**src/hw/rtl/fcr_pkg.sv**
```systemverilog
`timescale 1ns / 1ps

package fcr_pkg;

    // fixed field widths
    localparam int LBA_W   = 12;
    localparam int CNT_W   = 12;
    localparam int CYL_W   = 7;
    localparam int SEC_W   = 5;
    localparam int DMA_W   = 14;
    localparam int BYTE_W  = 8;

    // sectors per track fits 6 bits over its whole range
    localparam int TRK_W   = 6;

    // chunk limit per request
    localparam int MAX_RESULTS = 58;
    localparam int K_W         = 6;

    // lba over the track length by reciprocal multiply, exact for any 12-bit lba
    // and track lengths up to 63; the remainder settles on the divide step after the quotient
    localparam int DIV_STEPS   = 2;
    localparam int STEP_W      = 1;
    localparam int RECIP_SHIFT = 18;
    localparam int RECIP_W     = 19;
    localparam int PROD_W      = 30;

    // 512-byte sectors: low bits of the byte count minus one are all ones
    localparam int          BLK_SHIFT    = 9;
    localparam logic [8:0]  BLK_LOW_ONES = 9'h1FF;

    // controller command opcodes
    localparam logic [BYTE_W-1:0] OP_WRITE_DATA = 8'h45;
    localparam logic [BYTE_W-1:0] OP_READ_DATA  = 8'h46;

    // dma mode bytes
    localparam logic [BYTE_W-1:0] DMA_DEV_TO_MEM = 8'h46;
    localparam logic [BYTE_W-1:0] DMA_MEM_TO_DEV = 8'h4A;

    // controller to datapath
    typedef struct packed {
        logic load;
        logic div_step;
        logic emit;
    } t_cmd;

    // datapath to controller
    typedef struct packed {
        logic chunk_last;
    } t_status;

endpackage

```
**src/hw/rtl/fcr_ctrl.sv**
```systemverilog
`timescale 1ns / 1ps

module fcr_ctrl (
    input  logic            i_clk,
    input  logic            i_rst_n,
    input  logic            i_in_valid,
    output logic            o_in_ready,
    output logic            o_out_valid,
    input  logic            i_out_ready,
    input  fcr_pkg::t_status i_status,
    output fcr_pkg::t_cmd   o_cmd
);

    typedef enum logic [1:0] {
        S_IDLE,
        S_DIV,
        S_EMIT
    } t_state;

    t_state                     r_state;
    logic [fcr_pkg::STEP_W-1:0] r_step;
    logic                       r_out_valid;
    logic                       slot_free;

    assign slot_free   = !r_out_valid || i_out_ready;
    assign o_in_ready  = (r_state == S_IDLE);
    assign o_out_valid = r_out_valid;

    always_comb begin
        o_cmd = '0;
        unique case (r_state)
            S_IDLE: o_cmd.load     = i_in_valid;
            S_DIV:  o_cmd.div_step = 1'b1;
            S_EMIT: o_cmd.emit     = slot_free;
            default: o_cmd = '0;
        endcase
    end

    always_ff @(posedge i_clk) begin
        if (!i_rst_n) begin
            r_state     <= S_IDLE;
            r_step      <= '0;
            r_out_valid <= 1'b0;
        end else begin
            if (o_cmd.emit) begin
                r_out_valid <= 1'b1;
            end else if (i_out_ready) begin
                r_out_valid <= 1'b0;
            end
            unique case (r_state)
                S_IDLE: begin
                    r_step <= '0;
                    if (i_in_valid) begin
                        r_state <= S_DIV;
                    end
                end
                S_DIV: begin
                    r_step <= r_step + 1'b1;
                    if (r_step == fcr_pkg::STEP_W'(fcr_pkg::DIV_STEPS - 1)) begin
                        r_state <= S_EMIT;
                    end
                end
                S_EMIT: begin
                    if (slot_free && i_status.chunk_last) begin
                        r_state <= S_IDLE;
                    end
                end
                default: r_state <= S_IDLE;
            endcase
        end
    end

endmodule

```
**src/hw/rtl/fcr_dpath.sv**
```systemverilog
`timescale 1ns / 1ps

module fcr_dpath #(
    parameter int TOTAL_SECTORS = 2880,
    parameter int TRACK_SECTORS = 18,
    parameter int MAX_REQUEST   = 1024
) (
    input  logic                              i_clk,
    input  fcr_pkg::t_cmd                     i_cmd,
    output fcr_pkg::t_status                  o_status,
    input  logic [fcr_pkg::LBA_W-1:0]         i_start_lba,
    input  logic [fcr_pkg::CNT_W-1:0]         i_sector_count,
    input  logic                              i_is_write,
    output logic                              o_error,
    output logic                              o_last,
    output logic [fcr_pkg::LBA_W-1:0]         o_chunk_lba,
    output logic [fcr_pkg::CYL_W-1:0]         o_cylinder,
    output logic                              o_head,
    output logic [fcr_pkg::SEC_W-1:0]         o_sector,
    output logic [fcr_pkg::SEC_W-1:0]         o_chunk_sectors,
    output logic [fcr_pkg::BYTE_W-1:0]        o_command_opcode,
    output logic [fcr_pkg::BYTE_W-1:0]        o_dma_mode,
    output logic [fcr_pkg::DMA_W-1:0]         o_dma_count_minus_one
);

    localparam logic [fcr_pkg::TRK_W-1:0] Track = fcr_pkg::TRK_W'(TRACK_SECTORS);
    localparam logic [fcr_pkg::LBA_W:0]   Total = (fcr_pkg::LBA_W + 1)'(TOTAL_SECTORS);
    localparam logic [fcr_pkg::CNT_W-1:0] MaxReq = fcr_pkg::CNT_W'(MAX_REQUEST);
    localparam logic [fcr_pkg::RECIP_W-1:0] Recip = fcr_pkg::RECIP_W'(
        ((1 << fcr_pkg::RECIP_SHIFT) + TRACK_SECTORS - 1) / TRACK_SECTORS);

    logic [fcr_pkg::LBA_W-1:0] r_lba;
    logic [fcr_pkg::CNT_W-1:0] r_left;
    logic                      r_wr;
    logic                      r_err;
    logic [fcr_pkg::LBA_W-1:0] r_quo;
    logic [fcr_pkg::TRK_W-1:0] r_rem;
    logic [fcr_pkg::K_W-1:0]   r_k;

    logic                       r_error;
    logic                       r_last;
    logic [fcr_pkg::LBA_W-1:0]  r_chunk_lba;
    logic [fcr_pkg::CYL_W-1:0]  r_cylinder;
    logic                       r_head;
    logic [fcr_pkg::SEC_W-1:0]  r_sector;
    logic [fcr_pkg::SEC_W-1:0]  r_chunk_sectors;
    logic [fcr_pkg::BYTE_W-1:0] r_command_opcode;
    logic [fcr_pkg::BYTE_W-1:0] r_dma_mode;
    logic [fcr_pkg::DMA_W-1:0]  r_dma_count_minus_one;

    logic                       bad;
    logic [fcr_pkg::LBA_W:0]    end_lba;
    logic [fcr_pkg::PROD_W-1:0] quo_prod;
    logic [fcr_pkg::LBA_W-1:0]  quo_back;
    logic [fcr_pkg::LBA_W-1:0]  rem_full;
    logic [fcr_pkg::TRK_W-1:0]  avail;
    logic                       fits;
    logic [fcr_pkg::TRK_W-1:0]  chunk_len;
    logic [fcr_pkg::TRK_W-1:0]  len_minus;
    logic [fcr_pkg::TRK_W-1:0]  sec_1b;
    logic                       chunk_last;

    // request check: the sum form avoids a negative remaining span
    assign end_lba = {1'b0, i_start_lba} + {1'b0, i_sector_count};
    assign bad = ({1'b0, i_start_lba} >= Total) || (i_sector_count == '0)
              || (end_lba > Total) || (i_sector_count > MaxReq);

    // quotient by reciprocal, remainder from the registered quotient
    assign quo_prod = fcr_pkg::PROD_W'(r_lba) * fcr_pkg::PROD_W'(Recip);
    assign quo_back = r_quo * {{(fcr_pkg::LBA_W - fcr_pkg::TRK_W){1'b0}}, Track};
    assign rem_full = r_lba - quo_back;

    // chunk size up to the track end
    assign avail     = Track - r_rem;
    assign fits      = r_left <= {{(fcr_pkg::CNT_W - fcr_pkg::TRK_W){1'b0}}, avail};
    assign chunk_len = fits ? r_left[fcr_pkg::TRK_W-1:0] : avail;
    assign len_minus = chunk_len - 1'b1;
    assign sec_1b    = r_rem + 1'b1;

    assign chunk_last = r_err || fits
                     || (r_k == fcr_pkg::K_W'(fcr_pkg::MAX_RESULTS - 1));
    assign o_status.chunk_last = chunk_last;

    assign o_error               = r_error;
    assign o_last                = r_last;
    assign o_chunk_lba           = r_chunk_lba;
    assign o_cylinder            = r_cylinder;
    assign o_head                = r_head;
    assign o_sector              = r_sector;
    assign o_chunk_sectors       = r_chunk_sectors;
    assign o_command_opcode      = r_command_opcode;
    assign o_dma_mode            = r_dma_mode;
    assign o_dma_count_minus_one = r_dma_count_minus_one;

    always_ff @(posedge i_clk) begin
        if (i_cmd.load) begin
            r_lba  <= i_start_lba;
            r_left <= i_sector_count;
            r_wr   <= i_is_write;
            r_err  <= bad;
            r_quo  <= '0;
            r_rem  <= '0;
            r_k    <= '0;
        end
        if (i_cmd.div_step) begin
            // second step sees the settled quotient
            r_quo <= quo_prod[fcr_pkg::RECIP_SHIFT +: fcr_pkg::LBA_W];
            r_rem <= rem_full[fcr_pkg::TRK_W-1:0];
        end
        if (i_cmd.emit) begin
            r_last  <= chunk_last;
            r_error <= r_err;
            if (r_err) begin
                r_chunk_lba           <= '0;
                r_cylinder            <= '0;
                r_head                <= 1'b0;
                r_sector              <= '0;
                r_chunk_sectors       <= '0;
                r_command_opcode      <= '0;
                r_dma_mode            <= '0;
                r_dma_count_minus_one <= '0;
            end else begin
                r_chunk_lba      <= r_lba;
                r_cylinder       <= r_quo[fcr_pkg::CYL_W:1];
                r_head           <= r_quo[0];
                r_sector         <= sec_1b[fcr_pkg::SEC_W-1:0];
                r_chunk_sectors  <= chunk_len[fcr_pkg::SEC_W-1:0];
                r_command_opcode <= r_wr ? fcr_pkg::OP_WRITE_DATA : fcr_pkg::OP_READ_DATA;
                r_dma_mode       <= r_wr ? fcr_pkg::DMA_MEM_TO_DEV : fcr_pkg::DMA_DEV_TO_MEM;
                r_dma_count_minus_one <=
                    {len_minus[fcr_pkg::DMA_W-fcr_pkg::BLK_SHIFT-1:0], fcr_pkg::BLK_LOW_ONES};
            end
            // advance to the next track boundary
            r_lba  <= r_lba + {{(fcr_pkg::LBA_W - fcr_pkg::TRK_W){1'b0}}, chunk_len};
            r_left <= r_left - {{(fcr_pkg::CNT_W - fcr_pkg::TRK_W){1'b0}}, chunk_len};
            r_k    <= r_k + 1'b1;
            if (!fits) begin
                r_rem <= '0;
                r_quo <= r_quo + 1'b1;
            end
        end
    end

endmodule

```
**src/hw/rtl/floppy_request_chunker.sv**
```systemverilog
`timescale 1ns / 1ps

// channel | direction | handshake                 | word
// request | in        | i_in_valid / o_in_ready   | start lba, sector count, direction
// chunk   | out       | o_out_valid / i_out_ready | error, last, geometry, count, opcode, dma
//
// a request is taken while idle, then a reciprocal multiply and a remainder step give the track
// index and sector offset; after that one chunk per cycle enters the output register
// whenever it is free
// a rejected request also passes the divide and leaves as one error word
// i_rst_n is synchronous and active low; it clears the controller and the output valid
// a stalled output holds its word; the next request is taken once the last word is loaded

module floppy_request_chunker #(
    parameter int TOTAL_SECTORS = 2880,
    parameter int TRACK_SECTORS = 18,
    parameter int MAX_REQUEST   = 1024
) (
    input  logic        i_clk,
    input  logic        i_rst_n,
    // request channel
    input  logic        i_in_valid,
    output logic        o_in_ready,
    input  logic [11:0] i_start_lba,
    input  logic [11:0] i_sector_count,
    input  logic        i_is_write,
    // chunk channel
    output logic        o_out_valid,
    input  logic        i_out_ready,
    output logic        o_error,
    output logic        o_last,
    output logic [11:0] o_chunk_lba,
    output logic [6:0]  o_cylinder,
    output logic        o_head,
    output logic [4:0]  o_sector,
    output logic [4:0]  o_chunk_sectors,
    output logic [7:0]  o_command_opcode,
    output logic [7:0]  o_dma_mode,
    output logic [13:0] o_dma_count_minus_one
);

    // command and status between the sequencer and the datapath
    fcr_pkg::t_cmd    cmd;
    fcr_pkg::t_status status;

    // sequencer: idle, divide, emit chunks
    fcr_ctrl u_ctrl (
        .i_clk       (i_clk),
        .i_rst_n     (i_rst_n),
        .i_in_valid  (i_in_valid),
        .o_in_ready  (o_in_ready),
        .o_out_valid (o_out_valid),
        .i_out_ready (i_out_ready),
        .i_status    (status),
        .o_cmd       (cmd)
    );

    // request check, divider, chunk walker and output register
    fcr_dpath #(
        .TOTAL_SECTORS (TOTAL_SECTORS),
        .TRACK_SECTORS (TRACK_SECTORS),
        .MAX_REQUEST   (MAX_REQUEST)
    ) u_dpath (
        .i_clk                 (i_clk),
        .i_cmd                 (cmd),
        .o_status              (status),
        .i_start_lba           (i_start_lba),
        .i_sector_count        (i_sector_count),
        .i_is_write            (i_is_write),
        .o_error               (o_error),
        .o_last                (o_last),
        .o_chunk_lba           (o_chunk_lba),
        .o_cylinder            (o_cylinder),
        .o_head                (o_head),
        .o_sector              (o_sector),
        .o_chunk_sectors       (o_chunk_sectors),
        .o_command_opcode      (o_command_opcode),
        .o_dma_mode            (o_dma_mode),
        .o_dma_count_minus_one (o_dma_count_minus_one)
    );

endmodule

```
**config.mk**
```make
export PLATFORM = sky130hd
export DESIGN_NAME = floppy_request_chunker
export DESIGN_NICKNAME = d
export VERILOG_FILES = /design/src/hw/rtl/fcr_pkg.sv /design/src/hw/rtl/fcr_ctrl.sv /design/src/hw/rtl/fcr_dpath.sv /design/src/hw/rtl/floppy_request_chunker.sv
export SDC_FILE = /design/constraint.sdc
export NUM_CORES = 1
export LEC_CHECK = 0
export BUFFER_PORTS_ARGS = -buffer_cell sky130_fd_sc_hd__buf_2
export CAP_MARGIN = 20
export CORE_UTILIZATION = 54
export CTS_CLUSTER_DIAMETER = 80
export DETAILED_ROUTE_END_ITERATION = 12
export PLACE_DENSITY = 0.78
export SETUP_SLACK_MARGIN = 0.3
export SYNTH_ARGS = -nofsm -noshare
export SYNTH_HDL_FRONTEND = slang
export SYNTH_HIERARCHICAL = 1
export SYNTH_SLANG_ARGS = --single-unit
```
**constraint.sdc**
```tcl
create_clock -name i_clk -period 5.1 [get_ports i_clk]
set_input_delay 1.02 -clock i_clk [delete_from_list [all_inputs] [get_ports i_clk]]
set_output_delay 1.02 -clock i_clk [all_outputs]
set_load 0.05 [all_outputs]
```
==> summary.md, run 1 <==
| Metric | Value |
|---|---|
| Hold Crit Depth | `2` |
| Clock Skew | `0.00852 ns` |
| TritonCTS Buffers | `9` |
| Die width | `122 um` |
| Critical Path Sink Type | `flip-flop` |
| Per-cell routed wire length | `16.7 um` |
| Initial Util | `55.8%` |
| Setup total negative slack | `0 ns` |
| Max Cap Viol | `0` |
| Starting DRT DRC Count | `595` |
| Drc violations | `0` |
| Syn avg cell area | `9.95 um^2` |
| Min-Delay Endpoint | `u_ctrl/r_state[1]$_SDFFE_PN0P_` |
| Switch share | `43.1%` |
| Fillcell total | `1052` |
| Sink Count | `91` |
| Die H | `122 um` |
| Final Setup Violations | `0` |
| Status | `complete, no violations` |
| CTS Root Cell | `clkbuf_16` |
| # diodes | `0` |
| Worst flop-to-flop path startpoint | `u_dpath/r_lba[3]$_DFFE_PP_` |
| Antenna violations before repair | `0` |
| Worst Reg-to-Reg Cells | `20` |
| Clk pwr share | `13.7%` |
| Slew Limit Fails | `0` |
| Yosys reg bits | `91` |
| Setup WS pre-CTS | `0.0227 ns` |
| Synth async-reset ratio | `0%` |
| Slew headroom | `44.1%` |
| Routed wire length | `18100 um` |
| Max Freq | `0.206 GHz` |
| Worst-Margin Slew | `0.837 ns` |
| Nets | `1070` |
| Die ar. | `14900 um^2` |
| Clock period minus worst slack | `4.85 ns` |
| Vias per inst | `5.55` |
| Endpoints failing hold | `0` |
| Synth warn | `6` |
| Post-synth EDFFs | `73` |
| Core footprint | `14000 um^2` |
| Pleak | `0.00413 uW` |
| GPL Wtd Cong | `0.908` |
| FF-to-FF setup slack | `0.25 ns` |
| ANT nets after route | `0` |
| CTS Buffer Depth | `2` |
| Unrepaired setup endpoints after global routing | `true` |
| Final period utilization | `95.2%` |
| PwrDens | `494 nW/um^2` |
| Hpwl dp | `13200 um` |
| # rows | `43` |
| Worst Path Max Fanout | `3` |
| Area growth syn-to-layout | `17.3%` |
| Synth area leaders | `edfxtp_1 (28%), ha_1 (18%), fa_1 (8.2%)` |
| CTS HTree Levels | `3` |
| Post-synthesis sequential area ratio | `32.7%` |
| GRT Util Overall | `24.5%` |
| Mapped Cells | `784` |
| Worst Hold Class | `reg -> reg` |
| Clock Latency Late Sink | `0.35 ns` |
| Port Buffers | `84` |
| Yosys top cell by area | `edfxtp_1` |
| Post-route cell area | `9150 um^2` |
| Worst Slack Setup Final | `0.245 ns` |
| CP Launch Type | `flip-flop` |
| Flop pwr share | `21.5%` |
| CTS tree | `built` |
| Worst EP arrival | `5.07 ns` |
| Pin count of the biggest net entering global routing | `67` |
| Final Total Pwr | `4520 uW` |
| Main synth FF type | `edfxtp_1` |
| Routed via count | `6019` |
| Placement Cell Area | `8440 um^2` |
| Hold path start | `u_ctrl/r_step$_SDFFE_PN0P_` |
| Int Pwr | `2570 uW` |
| Net Switching | `1950 uW` |
| First-pass GRT wire length | `27900 um` |
| Vias in the first global route | `5741` |
| Fraction of layout cells with a size suffix above 1 | `25.0%` |
| DR pass1 iterations | `5` |
| Share of Yosys cell area claimed by the top area cell type | `28.1%` |
| IO Count | `93` |
| Comb power frac | `64.7%` |
| Reg2reg end | `u_dpath/r_quo[7]$_DFF_P_` |
| Area of the mapped netlist | `7800 um^2` |
| Maximum vdd drop | `0.247 mV` |
| Total grt overflow | `0` |
| CP Class | `reg -> reg` |
| CP Data Required Time | `5.32 ns` |
| Clk pin slew, worst setup/hold paths | `0.06 ns` |
| Synth cell types | `75` |
==> placed cells by master (no fill, tap or decap), types with 16 or more instances in the layout <==
cell	n
xnor2_1	35
ha_1	98
dfxtp_1	16
buf_2	84
o21ai_0	17
nor2_1	78
edfxtp_1	73
a21oi_1	55
nand2_1	36
buf_4	50
xor2_1	22
inv_1	74
fa_1	30
==> kinds of logic (layout without fill, tap and decap cells) <==
logic type      after synthesis  after routing  share of synthesized area (%)
compound gates              152            152                           13.0
xor+xnor                     60             60                           6.98
fa+ha+maj                   145            145                           26.3
buf+inv                     129            242                           7.35
flops                        91             91                           32.7
mux                          10             10                           1.38
other cells                   1              8                         0.0481
simple gates                196            196                           12.2
==> metrics by stage <==
| step | util, % | std cells | hold WS (ns) |
|---|---|---|---|
| after floorplan | - | 791 | 0.440 |
| after detailed placement | 60.3 | 1039 | 0.464 |
| after CTS | 63.7 | 1070 | 0.466 |
| after global placement | 60.3 | 1039 | 0.453 |
| after global routing | 65.4 | 1084 | 0.482 |
| final | 65.4 | 1084 | 0.462 |
==> routing by layer <==
layer	up-vias	track usage, %	share of wire (%)	wire [um]
met5	-	0	0	0
met4	0	10.3	2.8	497
met3	38	3.09	6.1	1100
met2	240	39.4	47	8550
met1	2805	33.2	44	7910
li1	2936	-	-	-
==> synthesized netlist by cell type, types with 4 or more instances <==
| cell | count |
|---|---|
| inv_1 | 87 |
| nand2_1 | 36 |
| a21o_1 | 10 |
| mux2_2 | 6 |
| nor2_1 | 78 |
| xor2_1 | 23 |
| nor3b_1 | 7 |
| nand2b_1 | 5 |
| and3_1 | 5 |
| fa_1 | 32 |
| dfxtp_1 | 18 |
| o21ai_1 | 7 |
| nor3_1 | 11 |
| buf_4 | 21 |
| mux2i_1 | 4 |
| edfxtp_1 | 73 |
| o221ai_1 | 4 |
| o21a_1 | 5 |
| and2_1 | 7 |
| xnor2_1 | 36 |
| o21ai_0 | 17 |
| nand3_1 | 12 |
| nor2b_1 | 16 |
| clkbuf_1 | 15 |
| a31oi_1 | 5 |
| a21oi_1 | 58 |
| ha_1 | 110 |
==> flip-flops by register name, summed over array words and instances (netlist names) <==
register                       count
u_dpath/r_quo                      8
u_ctrl/o_out_valid                 1
u_dpath/o_error                    1
u_dpath/r_left                    12
u_dpath/r_err                      1
u_dpath/o_sector                   5
u_dpath/r_rem                      6
u_dpath/o_command_opcode           2
u_ctrl/r_step                      1
u_dpath/o_chunk_lba               12
u_dpath/o_dma_count_minus_one      6
u_dpath/r_k                        6
u_dpath/r_lba                     12
u_dpath/o_dma_mode                 1
u_dpath/o_last                     1
u_dpath/o_head                     1
u_dpath/o_cylinder                 7
u_dpath/r_wr                       1
u_dpath/o_chunk_sectors            5
u_ctrl/r_state                     2
==> worst max-delay path, stage by stage (launching register included) <==
cell and delay (ns):
edfxtp_1 0.39, inv_2 0.07, buf_4 0.16, fa_1 0.57, inv_2 0.06, ha_4 0.26
inv_1 0.05, fa_1 0.49, inv_1 0.05, fa_1 0.52, ha_4 0.21, ha_1 0.30
o21a_1 0.19, o21a_1 0.20, a31oi_1 0.20, o21ai_2 0.11, a311oi_2 0.29, o21bai_1 0.12
a21o_1 0.22, mux2i_1 0.15, o211ai_1 0.10
==> layout make-up <==
type | instances | area (um^2) | share of cell area, %
Inverter | 88 | 330 | 3.61
Multi-Input combinational cell | 571 | 4920 | 53.8
Sequential cell | 91 | 2550 | 27.9
Clock buffer | 10 | 229 | 2.50
Clock inverter | 6 | 41.3 | 0.451
Timing Repair Buffer | 138 | 850 | 9.28
Tap cell | 180 | 225 | 2.46
==> how the worst max path moves through the flow <==
stage | start | end | slack [ns] | cells after the start
3_5_place_dp | u_dpath/r_lba[8]$_DFFE_PP_ | u_dpath/r_quo[6]$_DFF_P_ | 0.02 | 19
4_1_cts | u_dpath/r_lba[3]$_DFFE_PP_ | u_dpath/r_quo[6]$_DFF_P_ | 0.28 | 20
6_report | u_dpath/r_lba[3]$_DFFE_PP_ | u_dpath/r_quo[7]$_DFF_P_ | 0.25 | 20
5_1_grt | u_dpath/r_lba[3]$_DFFE_PP_ | u_dpath/r_quo[7]$_DFF_P_ | 0.08 | 21
2_1_floorplan | u_dpath/r_lba[3]$_DFFE_PP_ | u_dpath/r_quo[6]$_DFF_P_ | 0.31 | 21
3_3_place_gp | u_dpath/r_lba[7]$_DFFE_PP_ | u_dpath/r_quo[6]$_DFF_P_ | 0.19 | 19
==> repair_timing <==
item                                    CTS  global route
pin swaps                                20            18
setup buffers                            15            14
endpoints found under the setup margin    7            15
hold buffers                              0             0
resized for setup                        18            28
==> power groups by stage <==
stage | clock [uW] | sequential (uW) | combinational [uW]
final | 620 | 975 | 2930
after global routing | 658 | 984 | 3230
after CTS | 633 | 963 | 2680
after detailed placement | 0 | 982 | 2420
after global placement | 0 | 979 | 2330
after floorplan | 0 | 964 | 1880
Power figures use the tool's default switching activity.
==> run 2, diff against run 1 <==
--- a/config.mk
+++ b/config.mk
@@ -7,10 +7,11 @@
 export LEC_CHECK = 0
 export BUFFER_PORTS_ARGS = -buffer_cell sky130_fd_sc_hd__buf_2
 export CAP_MARGIN = 20
-export CORE_UTILIZATION = 54
+export CORE_UTILIZATION = 55
+export CTS_BUF_LIST = sky130_fd_sc_hd__clkbuf_8
 export CTS_CLUSTER_DIAMETER = 80
 export DETAILED_ROUTE_END_ITERATION = 12
-export PLACE_DENSITY = 0.78
+export PLACE_DENSITY = 0.79
 export SETUP_SLACK_MARGIN = 0.3
 export SYNTH_ARGS = -nofsm -noshare
 export SYNTH_HDL_FRONTEND = slang
==> run 2 against run 1 <==
Net effect:
- flip-flop and latch count stayed put
- highest routed layer unchanged
- clock skew rose by 0.0067 ns
- critical path depth is the same
- largest cell class unchanged
==> summary.md, run 2 (synthesis results as in run 1) <==
| Metric | Value |
|---|---|
| Status | `complete, no violations (unchanged)` |
| Area growth syn-to-layout | `14.5% (was 17.3%)` |
| GRT Max-Usage Layer | `met2 (unchanged)` |
| FF-to-FF setup slack | `0.25 ns (about the same)` |
| Routed via count | `5964 (was 6019)` |
| Post-Place Cells | `1041 (was 1039)` |
| Routed wire length | `17600 um (was 18100 um)` |
| Reg2reg end | `u_dpath/r_quo[6]$_DFF_P_ (was u_dpath/r_quo[7]$_DFF_P_)` |
| Hpwl dp | `13000 um (was 13200 um)` |
| Hold path start | `u_ctrl/r_step$_SDFFE_PN0P_ (unchanged)` |
| Die H | `121 um (was 122 um)` |
| CP max stage delay | `0.58 ns (was 0.57 ns)` |
| GRT Util Overall | `24.1% (was 24.5%)` |
| Endpoints failing hold | `0 (unchanged)` |
| Worst EP arrival | `5.10 ns (was 5.07 ns)` |
| TritonCTS Buffers | `9 (unchanged)` |
| Sink Count | `91 (unchanged)` |
| GPL Wtd Cong | `0.873 (was 0.908)` |
| Hold Crit Depth | `2 (unchanged)` |
| Antenna violations before repair | `0 (unchanged)` |
| DR pass1 iterations | `5 (unchanged)` |
| Clock Latency Late Sink | `0.39 ns (was 0.35 ns)` |
| Port Buffers | `84 (unchanged)` |
| Worst-Margin Slew | `0.803 ns (was 0.837 ns)` |
| Nets | `1058 (was 1070)` |
| Worst Hold Class | `reg -> reg (unchanged)` |
| Core footprint | `13900 um^2 (was 14000 um^2)` |
| Largest delay share family, worst path | `adder cells (unchanged)` |
| PwrDens | `482 nW/um^2 (was 494 nW/um^2)` |
| Slowest cell on crit path | `fa_1 (unchanged)` |
| Worst Path Max Fanout | `3 (unchanged)` |
| Clock period minus worst slack | `4.85 ns (about the same)` |
| CTS tree | `built (unchanged)` |
| Most common cell after layout, fill and taps aside | `ha_1 (unchanged)` |
| Total stage count of the critical path | `20 (unchanged)` |
| Placement Cell Area | `8440 um^2 (about the same)` |
| Setup total negative slack | `0 ns (unchanged)` |
| Slew headroom | `45.8% (was 44.1%)` |
| Per-cell routed wire length | `16.4 um (was 16.7 um)` |
| Slew Limit Fails | `0 (unchanged)` |
| CP Class | `reg -> reg (unchanged)` |
| Post-route cell area | `8930 um^2 (was 9150 um^2)` |
| Vias per inst | `5.56 (was 5.55)` |
| Die ar. | `14700 um^2 (was 14900 um^2)` |
| Drc violations | `0 (unchanged)` |
| # rows | `43 (unchanged)` |
| ANT nets after route | `0 (unchanged)` |
| M2 GR Usage | `39.7% (was 39.4%)` |
| Pleak | `0.00404 uW (was 0.00413 uW)` |
| Fraction of layout cells with a size suffix above 1 | `23.5% (was 25.0%)` |
| First-pass GRT wire length | `27100 um (was 27900 um)` |
| CTS HTree Levels | `3 (unchanged)` |
| CP Launch Type | `flip-flop (unchanged)` |
| Clock Skew | `0.0152 ns (was 0.00852 ns)` |
| Final period utilization | `95.2% (about the same)` |
| Buf+Inv Stages, Crit Path | `5 (unchanged)` |
| CTS Buffer Depth | `2 (unchanged)` |
| Die width | `121 um (was 122 um)` |
| Unrepaired setup endpoints after global routing | `true (unchanged)` |
| Final std cells w/o fill | `1072 (was 1084)` |
| Hold Worst Slack | `0.471 ns (was 0.462 ns)` |
| Max Cap Viol | `0 (unchanged)` |
| # hold bufs at CTS | `0 (unchanged)` |
| CP Data Required Time | `5.35 ns (was 5.32 ns)` |
| Max Freq | `0.206 GHz (about the same)` |
| Initial Util | `56.2% (was 55.8%)` |
| Worst Reg-to-Reg Cells | `20 (unchanged)` |
| Final Total Pwr | `4300 uW (was 4520 uW)` |
| Total grt overflow | `0 (unchanged)` |
| Commonest cells after routing, fill and taps aside | `ha_1 (102), buf_2 (84), nor2_1 (78) (was ha_1 (98), buf_2 (84), nor2_1 (78))` |
| # diodes | `0 (unchanged)` |
| CTS Root Cell | `clkbuf_8 (was clkbuf_16)` |
| IO Count | `93 (unchanged)` |
| Pin count of the biggest net entering global routing | `62 (was 67)` |
| Met1 GRT Util | `31.2% (was 33.2%)` |
| Starting DRT DRC Count | `515 (was 595)` |
| Clk pin slew, worst setup/hold paths | `0.10 ns (was 0.06 ns)` |
| Met3 usage | `3.38% (was 3.09%)` |
| Critical Path Sink Type | `flip-flop (unchanged)` |
| Worst flop-to-flop path startpoint | `u_dpath/r_lba[3]$_DFFE_PP_ (unchanged)` |
| Maximum vdd drop | `0.247 mV (about the same)` |
| Min-Delay Endpoint | `u_ctrl/r_state[1]$_SDFFE_PN0P_ (unchanged)` |
| Vias in the first global route | `5694 (was 5741)` |
| CP Cell Sequence | `inv_2 -> buf_6 -> fa_1 -> inv_1 -> ha_4 -> inv_1 -> fa_1 -> inv_1 -> fa_1 -> ha_4 -> ha_4 -> o21a_1 -> o21a_1 -> a31oi_2 -> o21ai_2 -> a311oi_2 -> o21bai_1 -> a21o_1 -> xnor2_1 -> o221ai_1 (was inv_2 -> buf_4 -> fa_1 -> inv_2 -> ha_4 -> inv_1 -> fa_1 -> inv_1 -> fa_1 -> ha_4 -> ha_1 -> o21a_1 -> o21a_1 -> a31oi_1 -> o21ai_2 -> a311oi_2 -> o21bai_1 -> a21o_1 -> mux2i_1 -> o211ai_1)` |
| Final Setup Violations | `0 (unchanged)` |
[run 2: worst max-delay path by stage]
stage                                    start                        to  slack, ns
finish              u_dpath/r_lba[3]$_DFFE_PP_  u_dpath/r_quo[6]$_DFF_P_       0.25
global route        u_dpath/r_lba[3]$_DFFE_PP_  u_dpath/r_quo[7]$_DFF_P_       0.06
CTS                 u_dpath/r_lba[3]$_DFFE_PP_  u_dpath/r_quo[6]$_DFF_P_       0.27
detailed placement  u_dpath/r_lba[8]$_DFFE_PP_  u_dpath/r_quo[6]$_DFF_P_       0.10
global placement    u_dpath/r_lba[7]$_DFFE_PP_  u_dpath/r_quo[6]$_DFF_P_       0.19
floorplan           u_dpath/r_lba[3]$_DFFE_PP_  u_dpath/r_quo[6]$_DFF_P_       0.31
[run 2: stage by stage]
step	setup WS, ns	util, %
floorplan	0.311	-
global placement	0.189	60.8
detailed placement	0.104	60.8
CTS	0.270	63.2
global route	0.0572	64.3
finish	0.247	64.3
[run 2: power breakdown]
group / internal, uW / switching [uW]
sequential: 880 / 91.6
clock: 227 / 273
combinational: 1310 / 1520
total: 2410 / 1890
[run 2: cell type report]
type / count / area [um^2]
clock buffers: 9 / 124
clock inverters: 7 / 70.1
fillers: 1077 / 4950
inverters: 88 / 330
multi-input cells: 571 / 4880
flip-flops and latches: 91 / 2550
well taps: 180 / 225
repair buffers: 126 / 743
[run 2: worst reg2reg max path, stage by stage, from the launching register on]
cell and delay (ns):
edfxtp_1 0.39, inv_2 0.06, buf_6 0.13, fa_1 0.58
inv_1 0.09, ha_4 0.28, inv_1 0.06, fa_1 0.52
inv_1 0.07, fa_1 0.56, ha_4 0.23, ha_4 0.24
o21a_1 0.11, o21a_1 0.20, a31oi_2 0.20, o21ai_2 0.10
a311oi_2 0.28, o21bai_1 0.11, a21o_1 0.22, xnor2_1 0.15
o221ai_1 0.11
[run 2: layer usage]
| layer | part of all wire [%] | up-vias |
|---|---|---|
| met1 | 43 | 2783 |
| li1 | - | 2908 |
| met5 | 0 | - |
| met2 | 48 | 231 |
| met4 | 3.2 | 0 |
| met3 | 5.5 | 42 |
[run 2: repair_timing]
action / CTS / global route
setup endpoints to repair: 7 / 11
buffers inserted: 9 / 6
gates resized for setup: 15 / 24
pin swaps: 20 / 13
